==> src/rtl/pole_pkg.sv <==
`default_nettype none
package pole_pkg;

    typedef enum logic [1:0] {
        OP_INSERT = 2'd0,
        OP_REMOVE = 2'd1,
        OP_READ   = 2'd2,
        OP_FIND   = 2'd3
    } t_opcode;

    typedef enum logic [1:0] {
        STS_OK       = 2'd0,
        STS_REJECT   = 2'd1,
        STS_NOTFOUND = 2'd2
    } t_status;

    typedef enum logic {
        ST_IDLE,
        ST_EVAL
    } t_state;

    typedef struct packed {
        logic ins;
        logic rem;
        logic sample;
    } t_cell_ctl;

    localparam int unsigned VALUE_W = 32;
    localparam int unsigned POS_W   = 7;

endpackage
`default_nettype wire

==> src/rtl/pole_cell.sv <==
`default_nettype none
module pole_cell
    import pole_pkg::*;
#(
    parameter int unsigned IDX = 0,
    parameter int unsigned IW  = 6,
    parameter int unsigned CW  = 7
) (
    input  wire logic               i_clk,
    input  wire t_cell_ctl          i_ctl,
    input  wire logic [IW-1:0]      i_pos,
    input  wire logic [CW-1:0]      i_count,
    input  wire logic [VALUE_W-1:0] i_data,
    input  wire logic [VALUE_W-1:0] i_left,
    input  wire logic [VALUE_W-1:0] i_right,
    output logic      [VALUE_W-1:0] o_value,
    output logic                    o_hit,
    output logic                    o_rsel
);

    logic [VALUE_W-1:0] r_value;
    logic [VALUE_W-1:0] n_value;
    logic               r_hit;
    logic               r_rsel;
    logic               w_valid;
    logic               w_at;
    logic               w_above;

    assign w_at    = (IW'(IDX) == i_pos);
    assign w_above = (IW'(IDX) > i_pos);
    assign w_valid = (CW'(IDX) < i_count);

    always_comb begin
        n_value = r_value;
        if (i_ctl.ins) begin
            if (w_at) begin
                n_value = i_data;
            end else if (w_above) begin
                n_value = i_left;
            end
        end else if (i_ctl.rem) begin
            if (w_at || w_above) begin
                n_value = i_right;
            end
        end
    end

    always_ff @(posedge i_clk) begin
        r_value <= n_value;
        if (i_ctl.sample) begin
            r_hit  <= w_valid && (r_value == i_data);
            r_rsel <= w_at;
        end
    end

    assign o_value = r_value;
    assign o_hit   = r_hit;
    assign o_rsel  = r_rsel;

endmodule
`default_nettype wire

==> config.mk <==
export PLATFORM = sky130hd
export DESIGN_NAME = pole_cell
export DESIGN_NICKNAME = d
export VERILOG_FILES = /design/src/rtl/pole_pkg.sv /design/src/rtl/pole_cell.sv
export SDC_FILE = /design/constraint.sdc
export NUM_CORES = 1
export LEC_CHECK = 0
export BUFFER_PORTS_ARGS = -buffer_cell sky130_fd_sc_hd__buf_2
export CAP_MARGIN = 20
export CORE_MARGIN = 1
export CORE_UTILIZATION = 41
export CTS_CLUSTER_DIAMETER = 120
export DETAILED_ROUTE_END_ITERATION = 6
export HOLD_SLACK_MARGIN = 0.08
export PLACE_DENSITY = 0.78
export SYNTH_ARGS = -nofsm -noshare
export SYNTH_HDL_FRONTEND = slang
export SYNTH_SLANG_ARGS = --single-unit
==> constraint.sdc <==
create_clock -name i_clk -period 5 [get_ports i_clk]
set_clock_uncertainty 0.2 [all_clocks]
set_input_delay 1.5 -clock i_clk [delete_from_list [all_inputs] [get_ports i_clk]]
set_output_delay 1.5 -clock i_clk [all_outputs]
set_load 0.01 [all_outputs]
-- Word level (Yosys, flattened, before mapping)
Index checks and enable logic that the tools add are counted.
- flip-flop bits (word level): 34
- word-level logic and storage cells: 18
- output and inout port bits: 34
- input bits: 113
- reductions and logical operators: 6
- equality and inequality tests: 2
- muxes and demuxes: 5
- magnitude comparators: 2
- operators by type and width (kind ; number):
    two-way mux 32 bit ; 5
    == test 32 bit ; 1
    less-than comparator 1 x 7 -> 1 bit, first input constant ; 1
    > comparator 1 x 6 -> 1 bit, first input constant ; 1
    zero test 6 bit ; 1
    nonzero test 2 bit ; 2
    inequality test 3 x 1 -> 1 bit, second input constant ; 1
    AND reduction 3 bit ; 1
    logical AND 1 bit ; 1
    logical OR 1 bit ; 1

-- Logic depth before layout (Yosys ltp)
- depth after elaboration: 5
- mapped depth: 5
- mapped depth without buffers: 4

-- Least setup slack after synthesis
OpenSTA, ideal clock, no wires.
- path kind: input to register
- start: input i_pos[5]
- end: register r_value[0], in the netlist o_value[0] (enable)
- slack: 0.866 ns
- buffers on the path: 1
- data required time: 4.379 ns
- setup time: 0.421 ns
- arrival: 3.513 ns
- stages: 4
- cell sequence: nor4_2 -> nand2_2 -> buf_6 -> nor2_1
- cells in the longest elaborated chain, start to end: 4
- elaborated cells between the ends (all ways): 6
- those cells by class: order compare (1); eq/ne (1); reduce/logical (4)
- ends and longest elaborated chain (item ; RTL line ; source):
    start, declared ; pole_cell.sv:11 ; input wire logic [IW-1:0] i_pos,
    > comparator 1 x 6 -> 1 bit or zero test 6 bit (tied branches) ; pole_cell.sv:30, pole_cell.sv:29 ;
    logical OR 1 bit ; pole_cell.sv:42 ; if (w_at || w_above) begin
    nonzero test 2 bit (no source line) ; n/a ;
    AND reduction 3 bit (no source line) (*) ; n/a ;
    end signal, assigned ; pole_cell.sv:49 ; r_value <= n_value;
    end, declared ; pole_cell.sv:21 ; logic [VALUE_W-1:0] r_value;
Mark *: on every way between the ends. The rest lies on a longest branch, timed or not.
A chain may end at the register's enable or synchronous reset.

-- Worst setup path in the final report
- start: input i_pos[5]
- end: register r_value[25], in the netlist o_value[25] (enable)
Same word-level chain as after synthesis.

==> summary.md <==
| Metric | Value |
|---|---|
| Avg Cell Area, Syn | `10.9 µm²` |
| Die ar. | `approximately 0.0054 mm²` |
| TritonCTS Buffers | `5` |
| YS warnings | `0` |
| Final core utilization | `about three fifths` |
| Crit-path max FO | `34` |
| Min-delay worst type | `flop to flop` |
| Slew @ Worst Pin | `around 0.93 ns` |
| IO Port Bufs | `146` |
| Top cell type's share of synthesized area | `approximately half` |
| Vias per cell | `4.78` |
| DP Cell Count | `396` |
| Filler Cell Count | `454` |
| Critical Path RT | `4.70 ns` |
| R2r startpoint | `o_value[0]` |
| Nets | `449` |
| Sw Pwr | `between 100 and 150 µW` |
| Synth area leader | `edfxtp_1` |
| Final wirelength | `5.34 mm` |
| Comb pwr share | `17.2%` |
| Synth area leaders | `edfxtp_1 (49%), mux2i_1 (15%), xor2_1 (12%), a21oi_1 (7.7%), nor2_1 (6.3%)` |
| Hold Path Depth | `3` |
| Area share of fa/ha/maj cells after synthesis | `0%` |
| Drt pass-1 iters | `4` |
| Total number of vias | `1932` |
| Routability cong. | `0.755` |
| Clock Sinks | `34` |
| DRT antenna net count | `0` |
| First-pass GRT wire length | `7.90 mm` |
| Capture point of the worst reg-to-reg path | `o_hit` |
| Internal power | `469 µW` |
| Area share of xor/xnor cells in the synthesized design | `13.5%` |
| FMAX | `0.295 GHz` |
| Total grt overflow | `0` |
| Die width | `73.3 µm` |
| DPL Wire Length | `just over 4 mm` |
| Final hold vios | `0` |
| Status | `finished, final reports clean` |
| Clk_lat worst skew | `0.28 ns` |
| WHS Endpoint | `o_hit` |
| Root buffer cell | `clkbuf_8` |
| Cells after Synth | `191` |
| Synth Area in Simple Gates | `10.7%` |
| Placement Setup Slack | `1.30 ns` |
| WL per Instance | `13.2 µm` |
| Initial antenna violation count | `0` |
| Final setup vio count | `0` |
| CTS Hold Bufs | `0` |
| Seq pwr share | `a little over half` |
| PD cells | `210 mW/mm²` |
| Post-route cell area | `0.00294 mm²` |
| Worst R2R Path Depth | `4` |
| Main combinational cell family by area after synthesis | `multiplexers` |
| Register area share after synthesis | `49.0%` |
| GRT Overall Usage | `about a fifth` |
| CP Class | `input pin to flop` |
| Share of cells above drive strength 1 | `46.6%` |
| Layout area overhead | `41.1%` |
| Setup Buffers After CTS | `0` |
| Clock share of power | `30.8%` |
| Setup TNS Final | `0 ns` |
| Vias in the first global route | `1840` |
| Worst vdd ir | `157 µV` |
| Final Max Tran Viols | `0` |
| Clk buf depth | `2` |
| Fin cells | `between 400 and 500` |
| Mux share of post-synthesis cell area | `15.4%` |
| PnR worst setup slack | `1.61 ns` |
| Synth unique cells | `16` |
| CTS resizes | `0` |
| CORE AREA | `roughly 0.0048 mm²` |
| WP data arrival | `about 3.1 ns` |
| Switching Share | `24.1%` |
| Largest net degree at the start of global routing | `65` |
| DRC Markers | `0` |
| Synth Area in Compound Gates | `roughly 8.4%` |
| Leak | `0.00153 µW` |
| MaxCap Viol Count | `0` |
| I/O pin total | `147` |
| Rel. slew slack | `between 30% and 40%` |
| Setup crit end kind | `flop` |
| CTS H-Tree Depth | `2` |
| CTS tree | `built` |
| Final worst path period need | `3.39 ns` |
| #FFs+latches synth | `34` |
| Unrepaired setup endpoints after global routing | `no` |
| DR iter-0 viols | `71` |
| Synth Cell Area | `0.00208 mm²` |
| Dpl cell area | `0.00286 mm²` |
| Row count | `25` |
| Starting density of the core | `43.2%` |
| Diodes inserted | `0` |
| Hold Path Origin | `o_value[24]` |
| Post-Syn Nets | `304` |
| Worst Setup Start Kind | `input pin` |
| Die Ht | `about 73 µm` |
| Worst R2R Setup Slack | `3.12 ns` |
| Final period util | `67.8%` |
| Clk slew on worst S/H paths | `0.06 ns` |
[layout by cell type, fill, tap and decap left out]
| cell | netlist | final |
|---|---|---|
| a21oi_1 | 32 | 32 |
| clkbuf_8 | 0 | 5 |
| nor4_2 | 1 | 1 |
| inv_1 | 1 | 1 |
| xor2_1 | 28 | 28 |
| clkinv_1 | 0 | 3 |
| a2111oi_2 | 1 | 1 |
| nor3_1 | 1 | 1 |
| edfxtp_1 | 34 | 34 |
| mux2i_1 | 32 | 32 |
| nand3_1 | 1 | 1 |
| buf_4 | 0 | 2 |
| buf_2 | 0 | 146 |
| nor2_4 | 0 | 1 |
| nor4_1 | 8 | 8 |
| nand2_2 | 1 | 1 |
| nand4_1 | 2 | 2 |
| xnor2_1 | 4 | 4 |
| nor2_1 | 35 | 34 |
[state kept, by name (all words and copies together), names as in the netlist]
name     cells
o_value     32
o_hit        1
o_rsel       1
[cell families (layout without fill, tap and decap cells)]
family          count (synthesis)  count (layout)
compound gates                 33              33
flops                          34              34
mux                            32              32
xor+xnor                       32              32
simple gates                   49              49
buf+inv                        11             157
[metrics by stage]
step / total power (µW) / hold slack (ns)
floorplan: 374 / 0.543
global placement: 431 / 0.512
detailed placement: 434 / 0.519
CTS: 625 / 0.533
global route: 649 / 0.590
finish: 618 / 0.524
[worst max-delay path: stages]
cell and delay [ns]:
buf_2 0.11, nor4_2 0.28, nand2_2 0.07, buf_4 0.31
nor2_4 0.79
[cells in the mapped netlist]
cell type   n
nand3_1     1
nand4_1     2
mux2i_1    32
xnor2_1     4
nor4_1      8
a2111oi_2   1
nor2_1     35
a21oi_1    32
buf_6       3
nor4_2      1
inv_1       1
nand2_2     1
xor2_1     28
edfxtp_1   34
nor3_1      1
clkbuf_1    7
[cell type report]
class	count	area, µm²	share of cell area [%]
Tap cell	67	83.8	2.85
Timing Repair Buffer	148	746	25.4
Inverter	1	3.75	0.128
Multi-Input combinational cell	146	1010	34.2
Clock inverter	3	11.3	0.383
Clock buffer	5	68.8	2.34
Sequential cell	34	1020	34.7
[power by group through the flow]
| stage | sequential [µW] | combinational, µW | clock (µW) |
|---|---|---|---|
| CTS | 321 | 107 | 197 |
| global route | 321 | 119 | 209 |
| global placement | 327 | 104 | 0 |
| detailed placement | 327 | 107 | 0 |
| floorplan | 329 | 45.0 | 0 |
| finish | 321 | 106 | 190 |
[metal layers]
metal	vias to the layer above	wire (µm)	global-route usage, %
met5	-	0	0
met1	860	2180	21.9
met3	6	371	6.45
met2	82	2720	35.6
met4	0	68	6.97
li1	984	-	-
[how the worst max path moves through the flow]
stage	from	cells past startpoint	to	slack (ns)
global placement	i_pos[5]	5	o_value[22]	1.38
floorplan	i_pos[5]	4	o_value[0]	0.87
finish	i_pos[5]	5	o_value[25]	1.61
detailed placement	i_pos[5]	5	o_value[21]	1.30
CTS	i_pos[5]	5	o_value[27]	1.61
global route	i_pos[5]	5	o_value[27]	1.49
Power figures use the tool's default switching activity.
